### config.mk
export PLATFORM = sky130hd
export DESIGN_NAME = spiral_grid_walk_generator_top
export DESIGN_NICKNAME = d
export VERILOG_FILES = /design/src/sv/sgw_pkg.sv /design/src/sv/spiral_grid_walk_generator_top.sv /design/src/sv/sgw_step_unit.sv /design/src/sv/sgw_walk.sv
export SDC_FILE = /design/constraint.sdc
export NUM_CORES = 1
export LEC_CHECK = 0
export BUFFER_PORTS_ARGS = -buffer_cell sky130_fd_sc_hd__buf_2
export CAP_MARGIN = 20
export CORE_MARGIN = 2
export CORE_UTILIZATION = 45
export CTS_CLUSTER_SIZE = 10
export DETAILED_ROUTE_END_ITERATION = 7
export PLACE_DENSITY = 0.67
export RECOVER_POWER = 50
export SYNTH_ARGS = -nofsm -noshare
export SYNTH_HDL_FRONTEND = slang
export SYNTH_HIERARCHICAL = 1
export SYNTH_SLANG_ARGS = --single-unit
### constraint.sdc
create_clock -name clk -period 7.1 [get_ports clk]
set_clock_uncertainty 0.1 [all_clocks]
set_input_delay 0.355 -clock clk [delete_from_list [all_inputs] [get_ports clk]]
set_output_delay 0.355 -clock clk [all_outputs]
set_load 0.01 [all_outputs]
### src/sv/sgw_pkg.sv
// sgw_pkg: shared types and constants for the spiral grid walk generator
// no dependencies; imported by every module of the block
`default_nettype none

package sgw_pkg;

  localparam int DEF_MAX_DIM = 256;
  localparam int CFG_W       = 9;
  localparam int ADDR_W      = 3;
  localparam int DATA_W      = 32;
  localparam int COORD_W     = 8;

  // register index, taken from paddr[2]
  localparam logic REG_ROWS = 1'b0;
  localparam logic REG_COLS = 1'b1;

  localparam logic OP_START = 1'b0;
  localparam logic OP_NEXT  = 1'b1;

  typedef enum logic [1:0] {
    HEAD_EAST,
    HEAD_SOUTH,
    HEAD_WEST,
    HEAD_NORTH
  } heading_t;

  typedef enum logic [1:0] {
    ST_IDLE,
    ST_WALK,
    ST_EMIT
  } walk_state_t;

  typedef struct packed {
    logic               op;
    logic [COORD_W-1:0] start_row;
    logic [COORD_W-1:0] start_col;
  } in_beat_t;

  typedef struct packed {
    logic [COORD_W-1:0] row;
    logic [COORD_W-1:0] col;
    logic               last;
    logic               done_res;
  } out_beat_t;

  // result handoff from the walk sequencer to the output register
  typedef struct packed {
    logic      valid;
    out_beat_t beat;
  } res_hs_t;

endpackage

`default_nettype wire

### src/sv/spiral_grid_walk_generator_top.sv
// out_data is loaded from the walk's result register (beat_r) when the output register takes it;
// a walking next beat first steps through spiral positions, one per cycle, until one is in the grid
// only one beat is in flight at a time: in_stall stays high from acceptance until the result moves
// into the output register
// reset: synchronous active-low; grid registers to 1, no walk active, output empty
`default_nettype none

module spiral_grid_walk_generator_top
  import sgw_pkg::*;
#(
  parameter int MAX_DIM = DEF_MAX_DIM
) (
  input  wire logic              clk,
  input  wire logic              rst_n,
  input  wire logic              in_valid,
  input  wire in_beat_t          in_data,
  output logic                   in_stall,
  output logic                   out_valid,
  output out_beat_t              out_data,
  input  wire logic              out_stall,
  input  wire logic              psel,
  input  wire logic              penable,
  input  wire logic              pwrite,
  input  wire logic [ADDR_W-1:0] paddr,
  input  wire logic [DATA_W-1:0] pwdata,
  output logic [DATA_W-1:0]      prdata,
  output logic                   pready
);

  localparam int DIM_W = $clog2(MAX_DIM + 1);

  logic [CFG_W-1:0] rows_r, rows_nxt;
  logic [CFG_W-1:0] cols_r, cols_nxt;
  logic [DIM_W-1:0] rows_eff, cols_eff;
  logic             cfg_wr;
  res_hs_t          res;
  logic             res_take;
  logic             out_valid_r, out_valid_nxt;
  out_beat_t        out_data_r, out_data_nxt;

  assign pready = 1'b1;
  assign cfg_wr = psel && penable && pwrite && pready;

  always_comb begin
    rows_nxt = rows_r;
    cols_nxt = cols_r;
    if (cfg_wr) begin
      if (paddr[2] == REG_ROWS) begin
        rows_nxt = pwdata[CFG_W-1:0];
      end else begin
        cols_nxt = pwdata[CFG_W-1:0];
      end
    end
    prdata = (paddr[2] == REG_COLS) ? DATA_W'(cols_r) : DATA_W'(rows_r);
  end

  // zero counts as one, anything above the limit clamps to it
  always_comb begin
    if (rows_r == '0) begin
      rows_eff = DIM_W'(1);
    end else if (32'(rows_r) > 32'(MAX_DIM)) begin
      rows_eff = DIM_W'(MAX_DIM);
    end else begin
      rows_eff = DIM_W'(rows_r);
    end
    if (cols_r == '0) begin
      cols_eff = DIM_W'(1);
    end else if (32'(cols_r) > 32'(MAX_DIM)) begin
      cols_eff = DIM_W'(MAX_DIM);
    end else begin
      cols_eff = DIM_W'(cols_r);
    end
  end

  sgw_walk #(.MAX_DIM(MAX_DIM)) u_walk (
    .clk      (clk),
    .rst_n    (rst_n),
    .in_valid (in_valid),
    .in_data  (in_data),
    .in_stall (in_stall),
    .rows     (rows_eff),
    .cols     (cols_eff),
    .cfg_wr   (cfg_wr),
    .res      (res),
    .res_take (res_take)
  );

  // output register takes a new beat when empty or being drained
  always_comb begin
    res_take      = res.valid && (!out_valid_r || !out_stall);
    out_valid_nxt = out_valid_r;
    out_data_nxt  = out_data_r;
    if (res_take) begin
      out_valid_nxt = 1'b1;
      out_data_nxt  = res.beat;
    end else if (!out_stall) begin
      out_valid_nxt = 1'b0;
    end
  end

  always_ff @(posedge clk) begin
    if (!rst_n) begin
      rows_r      <= CFG_W'(1);
      cols_r      <= CFG_W'(1);
      out_valid_r <= 1'b0;
    end else begin
      rows_r      <= rows_nxt;
      cols_r      <= cols_nxt;
      out_valid_r <= out_valid_nxt;
    end
  end

  always_ff @(posedge clk) begin
    out_data_r <= out_data_nxt;
  end

  assign out_valid = out_valid_r;
  assign out_data  = out_data_r;

  a_busy_after_accept: assert property (@(posedge clk) disable iff (!rst_n)
    (in_valid && !in_stall) |=> in_stall)
    else $error("walk accepted a beat but did not go busy");

  a_no_result_while_ready: assert property (@(posedge clk) disable iff (!rst_n)
    !in_stall |-> !res.valid)
    else $error("walk offers a result while taking input");

  a_done_beat_clean: assert property (@(posedge clk) disable iff (!rst_n)
    (out_valid && out_data.done_res) |->
      (out_data.row == '0 && out_data.col == '0 && !out_data.last))
    else $error("done beat carries a cell");

  a_take_fills_output: assert property (@(posedge clk) disable iff (!rst_n)
    res_take |=> (out_valid && $past(res.beat) == out_data))
    else $error("result handoff lost");

endmodule

`default_nettype wire

### src/sv/sgw_step_unit.sv
// sgw_step_unit: one spiral step - moves the position, updates segment
// bookkeeping and checks the new position against the grid; uses sgw_pkg
`default_nettype none

module sgw_step_unit
  import sgw_pkg::*;
#(
  parameter int MAX_DIM = DEF_MAX_DIM
) (
  input  wire logic signed [$clog2(4*MAX_DIM+6)+1:0] pos_row,
  input  wire logic signed [$clog2(4*MAX_DIM+6)+1:0] pos_col,
  input  wire heading_t                              heading,
  input  wire logic [$clog2(4*MAX_DIM+6)-1:0]        seg_len,
  input  wire logic [$clog2(4*MAX_DIM+6)-1:0]        seg_prog,
  input  wire logic [$clog2(MAX_DIM+1)-1:0]          rows,
  input  wire logic [$clog2(MAX_DIM+1)-1:0]          cols,
  output logic signed [$clog2(4*MAX_DIM+6)+1:0]      nxt_row,
  output logic signed [$clog2(4*MAX_DIM+6)+1:0]      nxt_col,
  output heading_t                                   nxt_heading,
  output logic [$clog2(4*MAX_DIM+6)-1:0]             nxt_len,
  output logic [$clog2(4*MAX_DIM+6)-1:0]             nxt_prog,
  output logic                                       in_grid,
  output logic                                       runaway
);

  localparam int SEG_LIMIT = 4*MAX_DIM + 4;
  localparam int SEG_W     = $clog2(SEG_LIMIT + 2);
  localparam int POS_W     = SEG_W + 2;

  logic [SEG_W-1:0] prog_inc;
  logic [POS_W-1:0] rows_ext;
  logic [POS_W-1:0] cols_ext;

  always_comb begin
    nxt_row = pos_row;
    nxt_col = pos_col;
    case (heading)
      HEAD_EAST:  nxt_col = pos_col + POS_W'(1);
      HEAD_SOUTH: nxt_row = pos_row + POS_W'(1);
      HEAD_WEST:  nxt_col = pos_col - POS_W'(1);
      HEAD_NORTH: nxt_row = pos_row - POS_W'(1);
      default:    nxt_row = pos_row;
    endcase

    prog_inc = seg_prog + SEG_W'(1);
    if (prog_inc >= seg_len) begin
      nxt_prog    = '0;
      nxt_heading = heading_t'(heading + 2'd1);
      // segment grows each time the walk turns back to east or west
      if (nxt_heading == HEAD_EAST || nxt_heading == HEAD_WEST) begin
        nxt_len = seg_len + SEG_W'(1);
      end else begin
        nxt_len = seg_len;
      end
    end else begin
      nxt_prog    = prog_inc;
      nxt_heading = heading;
      nxt_len     = seg_len;
    end

    rows_ext = POS_W'(rows);
    cols_ext = POS_W'(cols);
    in_grid  = !nxt_row[POS_W-1] && !nxt_col[POS_W-1] &&
               ($unsigned(nxt_row) < rows_ext) && ($unsigned(nxt_col) < cols_ext);
    runaway  = seg_len > SEG_W'(SEG_LIMIT);
  end

endmodule

`default_nettype wire

### src/sv/sgw_walk.sv
// sgw_walk: walk sequencer - holds the spiral state and drives the shared
// step unit one position per cycle; uses sgw_pkg and sgw_step_unit
`default_nettype none

module sgw_walk
  import sgw_pkg::*;
#(
  parameter int MAX_DIM = DEF_MAX_DIM
) (
  input  wire logic                         clk,
  input  wire logic                         rst_n,
  input  wire logic                         in_valid,
  input  wire in_beat_t                     in_data,
  output logic                              in_stall,
  input  wire logic [$clog2(MAX_DIM+1)-1:0] rows,
  input  wire logic [$clog2(MAX_DIM+1)-1:0] cols,
  input  wire logic                         cfg_wr,
  output res_hs_t                           res,
  input  wire logic                         res_take
);

  localparam int SEG_LIMIT = 4*MAX_DIM + 4;
  localparam int SEG_W     = $clog2(SEG_LIMIT + 2);
  localparam int POS_W     = SEG_W + 2;
  localparam int DIM_W     = $clog2(MAX_DIM + 1);
  localparam int CNT_W     = $clog2(MAX_DIM*MAX_DIM + 1);

  walk_state_t              state_r, state_nxt;
  logic signed [POS_W-1:0]  row_r, row_nxt;
  logic signed [POS_W-1:0]  col_r, col_nxt;
  heading_t                 head_r, head_nxt;
  logic [SEG_W-1:0]         len_r, len_nxt;
  logic [SEG_W-1:0]         prog_r, prog_nxt;
  logic [CNT_W-1:0]         visited_r, visited_nxt;
  logic [CNT_W-1:0]         total_r, total_nxt;
  logic                     finished_r, finished_nxt;
  out_beat_t                beat_r, beat_nxt;

  logic signed [POS_W-1:0]  st_row, st_col;
  heading_t                 st_head;
  logic [SEG_W-1:0]         st_len, st_prog;
  logic                     st_in_grid, st_runaway;
  logic [COORD_W-1:0]       sr, sc;
  logic [CNT_W-1:0]         visited_inc;
  logic                     one_cell;
  logic                     fin;

  sgw_step_unit #(.MAX_DIM(MAX_DIM)) u_step (
    .pos_row     (row_r),
    .pos_col     (col_r),
    .heading     (head_r),
    .seg_len     (len_r),
    .seg_prog    (prog_r),
    .rows        (rows),
    .cols        (cols),
    .nxt_row     (st_row),
    .nxt_col     (st_col),
    .nxt_heading (st_head),
    .nxt_len     (st_len),
    .nxt_prog    (st_prog),
    .in_grid     (st_in_grid),
    .runaway     (st_runaway)
  );

  always_ff @(posedge clk) begin
    if (!rst_n) begin
      state_r    <= ST_IDLE;
      row_r      <= '0;
      col_r      <= '0;
      head_r     <= HEAD_EAST;
      len_r      <= SEG_W'(1);
      prog_r     <= '0;
      visited_r  <= '0;
      total_r    <= '0;
      finished_r <= 1'b1;
    end else begin
      state_r    <= state_nxt;
      row_r      <= row_nxt;
      col_r      <= col_nxt;
      head_r     <= head_nxt;
      len_r      <= len_nxt;
      prog_r     <= prog_nxt;
      visited_r  <= visited_nxt;
      total_r    <= total_nxt;
      finished_r <= finished_nxt;
    end
  end

  always_ff @(posedge clk) begin
    beat_r <= beat_nxt;
  end

  always_comb begin
    state_nxt    = state_r;
    row_nxt      = row_r;
    col_nxt      = col_r;
    head_nxt     = head_r;
    len_nxt      = len_r;
    prog_nxt     = prog_r;
    visited_nxt  = visited_r;
    total_nxt    = total_r;
    finished_nxt = finished_r;
    beat_nxt     = beat_r;

    in_stall  = (state_r != ST_IDLE);
    res.valid = (state_r == ST_EMIT);
    res.beat  = beat_r;

    // start cell saturates to the last row or column
    sr = (32'(in_data.start_row) >= 32'(rows)) ? COORD_W'(rows - DIM_W'(1))
                                                : in_data.start_row;
    sc = (32'(in_data.start_col) >= 32'(cols)) ? COORD_W'(cols - DIM_W'(1))
                                                : in_data.start_col;
    one_cell    = (rows == DIM_W'(1)) && (cols == DIM_W'(1));
    visited_inc = visited_r + CNT_W'(1);
    fin         = (visited_inc >= total_r);

    case (state_r)
      ST_IDLE: begin
        if (in_valid) begin
          if (in_data.op == OP_START) begin
            row_nxt      = POS_W'(sr);
            col_nxt      = POS_W'(sc);
            head_nxt     = HEAD_EAST;
            len_nxt      = SEG_W'(1);
            prog_nxt     = '0;
            visited_nxt  = CNT_W'(1);
            total_nxt    = CNT_W'(rows) * CNT_W'(cols);
            finished_nxt = one_cell;
            beat_nxt     = '{row: sr, col: sc, last: one_cell, done_res: 1'b0};
            state_nxt    = ST_EMIT;
          end else if (finished_r) begin
            beat_nxt  = '{row: '0, col: '0, last: 1'b0, done_res: 1'b1};
            state_nxt = ST_EMIT;
          end else begin
            state_nxt = ST_WALK;
          end
        end
      end
      ST_WALK: begin
        if (st_runaway) begin
          finished_nxt = 1'b1;
          beat_nxt     = '{row: '0, col: '0, last: 1'b0, done_res: 1'b1};
          state_nxt    = ST_EMIT;
        end else begin
          row_nxt  = st_row;
          col_nxt  = st_col;
          head_nxt = st_head;
          len_nxt  = st_len;
          prog_nxt = st_prog;
          if (st_in_grid) begin
            visited_nxt  = visited_inc;
            finished_nxt = fin;
            beat_nxt     = '{row: COORD_W'($unsigned(st_row)),
                             col: COORD_W'($unsigned(st_col)),
                             last: fin, done_res: 1'b0};
            state_nxt    = ST_EMIT;
          end
        end
      end
      ST_EMIT: begin
        if (res_take) begin
          state_nxt = ST_IDLE;
        end
      end
      default: state_nxt = ST_IDLE;
    endcase

    // any register write ends the active walk
    if (cfg_wr) begin
      finished_nxt = 1'b1;
    end
  end

endmodule

`default_nettype wire
---- Yosys cells after proc, flatten, opt, wreduce, memory -nomap -nowiden ----
Cells that the tools add are included.
storage, ports and cells
  register bits after elaboration ......... 142
  bits in latches ......................... 0
  RAM bits ................................ 0
  ROM bits ................................ 0
  input bits .............................. 59
  output and inout bits ................... 53
  logic and storage cells ................. 150
  memories kept ........................... 0
cells by class
  add/sub/neg operators ................... 10
  multipliers ............................. 1
  divide/modulo/power cells ............... 0
  magnitude comparators ................... 9
  equal/unequal tests ..................... 18
  shifts and indexed selects .............. 0
  multiplexer cells ....................... 58
  bitwise operators ....................... 3
  reduce and logical (&&, ||, !) cells .... 31
operator list
  cell                                                                  number
  13-bit one-hot mux with 2 select lines                                4
  11-bit two-way mux                                                    9
  18-bit two-way mux                                                    5
  13-bit two-way mux                                                    6
  17-bit two-way mux                                                    4
  9-bit two-way mux                                                     5
  11-bit one-hot mux with 2 select lines                                2
  18-bit one-hot mux with 2 select lines                                1
  17-bit one-hot mux with 2 select lines                                1
  13-bit by 2-bit adder with 13-bit output, second input constant       2
  13-bit by 9-bit < comparator with 1-bit output                        2
  13-bit by 2-bit subtractor with 13-bit output, second input constant  2
  11-bit by 1-bit adder with 11-bit output, second input constant       2
  2-bit two-way mux                                                     10
  9-bit by 1-bit == test with 1-bit output, second input constant       2
  8-bit by 9-bit >= comparator with 1-bit output                        2
  9-bit greater-than comparator, second input constant                  2
  9-bit logical NOT                                                     2
  17-bit by 1-bit adder with 17-bit output, second input constant       1
  17-bit >= comparator                                                  1
  9-bit by 9-bit multiplier with 17-bit output                          1
  8-bit two-way mux                                                     2
  8-bit by 1-bit subtractor with 8-bit output, second input constant    2
  4-bit AND reduction                                                   3
  other kinds (24)                                                      57

---- Depth between registers and ports, before layout ----
  word-level depth ........................ 9
  depth in mapped cells ................... 29
  gate-level depth less buffers ........... 25

---- Hierarchy ----
The synthesis kept the hierarchy.
modules (own cells, without submodules)
  module                          instances  cells an instance  area each (µm²)
  sgw_walk                        1          982                8211.6
  sgw_step_unit                   1          431                2881.5
  spiral_grid_walk_generator_top  1          156                1739.2

---- Worst setup path before layout ----
OpenSTA, ideal clock, no wires.
  path type ............................... flip-flop to flip-flop
  from .................................... reg u_walk.head_r[0]
  to ...................................... reg u_walk.beat_r, in the netlist u_walk/res[0], enable pin
  data arrival time ....................... 6082 ps
  path slack .............................. 517 ps
  cell stages (with the launch flop) ...... 25
  clock period less this slack ............ 6583 ps
  cell sequence ........................... dfxtp_1 inv_1 ha_1 buf_2 clkbuf_1 clkbuf_1 buf_1 xor2_1 ha_1 nand2_1 o21ai_1 a22oi_4 o21ai_2 or3_2 a41oi_1 xnor2_1 ha_1 nand4_1 o22ai_1 a2111oi_0 nand4_1 or4_4 nor4b_2 o21ai_0 a21oi_1
between the ends
  elaborated cells on any way between the ends .. 15
  those cells by class .................... order compare (2); eq/ne (4); mux (2); reduce/logical (7)
RTL lines
  element                                                                line                 source
  from (decl)                                                            sgw_walk.sv:31       heading_t head_r, head_nxt;
  from (signal assigned)                                                 sgw_walk.sv:80       head_r <= head_nxt;
  2-bit == test or 2-bit logical NOT (tied branches)                     sgw_step_unit.sv:37  case (heading)
  13-bit one-hot mux with 2 select lines (*)                             sgw_step_unit.sv:37
  net u_walk.st_col[8]                                                   sgw_walk.sv:39       logic signed [POS_W-1:0] st_row, st_col;
  13-bit by 9-bit < comparator with 1-bit output (*)                     sgw_step_unit.sv:64  ($unsigned(nxt_row) < rows_ext) && ($unsigned(nxt_col) < cols_ext);
  1-bit logical AND (*)                                                  sgw_step_unit.sv:64
  net u_walk.st_in_grid                                                  sgw_walk.sv:42       logic st_in_grid, st_runaway;
  3-bit by 1-bit inequality test with 1-bit output (no source line) (*)  --
  4-bit AND reduction (no source line) (*)                               --
  to (signal assigned)                                                   sgw_walk.sv:90       beat_r <= beat_nxt;
  to (decl)                                                              sgw_walk.sv:37       out_beat_t beat_r, beat_nxt;
The timed path passes the listed nets; every way through them passes the cells marked *.
A chain may end at the register's enable or synchronous reset.

---- Worst setup path after layout ----
  from .................................... reg u_walk.head_r[0]
  to ...................................... reg u_walk.visited_r[15]
between the ends
  elaborated cells on any way between the ends .. 15
  those cells by class .................... order compare (2); eq/ne (4); mux (2); reduce/logical (7)
RTL lines
  element                                                                line                 source
  2-bit == test or 2-bit logical NOT (tied branches)                     sgw_step_unit.sv:37
  13-bit one-hot mux with 2 select lines (*)                             sgw_step_unit.sv:37
  net u_walk.st_col[8]                                                   sgw_walk.sv:39
  13-bit by 9-bit < comparator with 1-bit output (*)                     sgw_step_unit.sv:64
  1-bit logical AND (*)                                                  sgw_step_unit.sv:64
  net u_walk.st_in_grid                                                  sgw_walk.sv:42
  2-bit by 1-bit inequality test with 1-bit output (no source line) (*)  --
  5-bit AND reduction (no source line) (*)                               --
  to (signal assigned)                                                   sgw_walk.sv:83       visited_r <= visited_nxt;
  to (decl)                                                              sgw_walk.sv:34       logic [CNT_W-1:0] visited_r, visited_nxt;
Marks and branches as above.

==> results.json <==
{
  "clock_latency_ns": 0.44,
  "ys_seq_area_share_pct": 24.96,
  "htree_levels": 4,
  "numCtsBuffers": 17,
  "start_util_pct": 45.94,
  "worst-setup-path-type": "reg2reg",
  "p_total_w": 0.002119,
  "routabilityCongestion": 0.9017,
  "fp.coreArea_um2": 27930,
  "cts_tree": "done",
  "max_freq_mhz": 158.1,
  "rsz0062_at_grt": "false",
  "worst_pin_slew_ns": 2.848,
  "cts.path.max_buffers": 2,
  "netlist_area_um2": 12830,
  "hold_depth": 3,
  "setup_viol_count_final": 0,
  "antenna_found_initial": 1,
  "dp.cells": 1946,
  "min_period_ns": 6.326,
  "design.portCount": 112,
  "synthCells": 1569,
  "reg2reg_from": "u_walk/head_r[0]",
  "fin_tns_setup_ns": 0,
  "io_buffers": 62,
  "clk_root_buffer_cell": "clkbuf_16",
  "wl_um": 31790,
  "r2r_slack_ns": 0.77,
  "finalMaxSlewViolations": 189,
  "drt_iter0_drc": 652,
  "num_vias": 10900,
  "cts-hold-fix-buffers": 0,
  "worstHoldStart": "pwdata[6]",
  "path_max_fanout": 14,
  "final_common_cell": "nand2_1",
  "cp_slowest_cell": "dfxtp_1",
  "rr_worst_depth": 23,
  "drcViolationCount": 0,
  "final_util_pct": 49.83,
  "relSlewSlack_pct": -89.90,
  "p_per_area_nw_per_um2": 152.2,
  "crit_chain": "inv_1, ha_1, xor2_1, ha_1, nand2_1, o21ai_1, a22oi_4, o21ai_2, or3_2, a41oi_1, xnor2_1, ha_1, nand4_1, o22ai_1, a2111oi_0, nand4_1, or4_4, nor4b_2, nand3b_1, a21o_1, nor2_1, nand3b_1, o22ai_1",
  "die_w_um": 172.9,
  "cp-start-kind": "flip-flop",
  "crit_required_ns": 7.35,
  "drive_gt1_share_pct": 7.750,
  "dpl-instance-area_um2": 13370,
  "synth_edf_count": 36,
  "clkSinkCount": 142,
  "violations": "capacitance limit, slew limit",
  "postSynthAreaPerCell_um2": 8.179,
  "hp-class": "in2reg",
  "timing.final.crit_share_pct": 89.10,
  "cts_post_setup_buffers_inserted": 0,
  "fin_area_um2": 13920,
  "status": "finished, violations left",
  "dr.pass1.iters": 5,
  "row_count": 61,
  "p_leak_nw": 6.024,
  "gr-total-overflow": 0,
  "die_h_um": 172.9,
  "clk_pin_slew_ns": 0.07,
  "ant_nets": 0,
  "finalHoldViolCount": 0,
  "worstPathArrival_ns": 6.58,
  "irDropWorstVdd_mv": 0.1494,
  "final_nets": 1808,
  "grt_pass1_vias": 10540,
  "grt.total_usage_pct": 21.36,
  "cp-end-kind": "flip-flop",
  "slowest_delay_ns": 0.45,
  "synth_warnings": 6,
  "ys_top_cells_by_area": "dfxtp_1 17%, ha_1 11%, edfxtp_1 8.4%",
  "ys_types": 87,
  "layout-area-overhead-vs-synth_pct": 8.463,
  "dpl.hpwl_um": 23160,
  "grt_pass1_wl_um": 52580,
  "viasPerCell": 5.510,
  "grt_max_degree": 66,
  "synth_top_cell_area_share_pct": 16.54,
  "synthArstFlopShare_pct": 0,
  "final_cell_mix": "196 x nand2_1, 142 x inv_1, 113 x ha_1, 106 x dfxtp_1, 105 x nor2_1",
  "ys.flop_type": "dfxtp_1",
  "die_area_um2": 29880,
  "wl_per_cell_um": 16.06,
  "instances_no_fill": 1979,
  "rr_endpoint": "u_walk/visited_r[15]",
  "cp_common_cell": "ha_1",
  "whs_endpoint": "rows_r[6]",
  "synth-seq-cells": 142,
  "yosysTopAreaCell": "dfxtp_1",
  "drv_cap": 4,
  "cts_resized": 0
}
==> cells in the mapped netlist (11+ instances only) <==
| cell | instances |
|---|---|
| nand2_1 | 196 |
| inv_1 | 142 |
| ha_1 | 113 |
| dfxtp_1 | 106 |
| nor2_1 | 104 |
| nand3_1 | 75 |
| o21ai_0 | 67 |
| clkbuf_1 | 60 |
| xnor2_1 | 59 |
| a21oi_1 | 56 |
| fa_1 | 49 |
| nor2b_1 | 49 |
| a21boi_0 | 47 |
| mux2i_1 | 42 |
| edfxtp_1 | 36 |
| xor2_1 | 27 |
| nor3_1 | 25 |
| buf_4 | 24 |
| and2_1 | 22 |
| buf_2 | 21 |
| nor4_1 | 16 |
| nand4_1 | 14 |
| a21o_1 | 13 |
| o21a_1 | 13 |
| nand2b_1 | 12 |
| mux2_2 | 11 |
==> layer usage <==
metal | global-route usage (%) | share of wire (%) | vias to the layer above
met3 | 3.760 | 4.7 | 54
met5 | 0 | 0 | -
met4 | 7.380 | 2.6 | 0
met2 | 36.10 | 48 | 271
met1 | 27.49 | 45 | 5222
li1 | - | - | 5357
==> critical path, delay by kind of cell (launching register included) <==
family	cells	cell delay [ns]
AND/OR/NAND/NOR	9	2.44
AO/OA/AOI/OAI	8	1.90
adder cells (fa/ha/maj)	3	0.83
flip-flops	1	0.45
XOR/XNOR	2	0.37
buffers and inverters	1	0.15
==> registers in the layout, indices dropped and copies added, names as in the netlist <==
name and count:
u_walk/total_r 17, u_walk/head_r 2, out_valid 1, u_walk/res 18, u_walk/col_r 13, u_walk/visited_r 17
u_walk/row_r 13, out_data 18, u_walk/prog_r 11, u_walk/finished_r 1, rows_r 9, u_walk/state_r 2
u_walk/len_r 11, cols_r 9
==> metrics by stage <==
step                setup slack (ns)  hold WS (ns)
floorplan                     0.5171        0.3003
global placement              0.9604        0.3010
detailed placement            0.8659        0.3056
CTS                           0.8493       0.07836
global route                  0.1446       0.09455
finish                        0.7741       0.08722
==> how the worst max path moves through the flow <==
stage | start | to | slack [ns] | cells past startpoint
2_1_floorplan | u_walk/head_r[0] | u_walk/res[0] | 0.52 | 24
5_1_grt | u_walk/head_r[0] | u_walk/visited_r[15] | 0.14 | 22
3_3_place_gp | u_walk/head_r[0] | u_walk/visited_r[2] | 0.96 | 24
3_5_place_dp | u_walk/head_r[0] | u_walk/visited_r[2] | 0.87 | 24
6_report | u_walk/head_r[0] | u_walk/visited_r[15] | 0.77 | 23
4_1_cts | u_walk/head_r[0] | u_walk/visited_r[2] | 0.85 | 24
==> logic make-up after synthesis <==
family                   synth area share [%]
multiplexers                            4.358
other                                 0.05852
XOR/XNOR                                5.870
AO/OA/AOI/OAI                           15.80
buffers and inverters                   8.571
adder cells (fa/ha/maj)                 18.66
AND/OR/NAND/NOR                         21.72
flip-flops                              24.96
==> where the power goes <==
group	leakage (nW)	internal, W	switching [W]	total (W)
Sequential	1.20	0.000863	0.0000247	0.000888
Combinational	4.51	0.0000937	0.000167	0.000260
Clock	0.305	0.000569	0.000402	0.000971
Total	6.02	0.00153	0.000594	0.00212
==> layout make-up <==
cell class | count | area [um^2]
repair buffers | 87 | 449.2
well taps | 378 | 473.0
multi-input cells | 1191 | 8612
flip-flops and latches | 142 | 3203
clock inverters | 12 | 143.9
fillers | 2756 | 14020
inverters | 148 | 555.5
diodes | 1 | 2.502
clock buffers | 20 | 479.2
No activity file was read; power rests on OpenSTA's default activity.
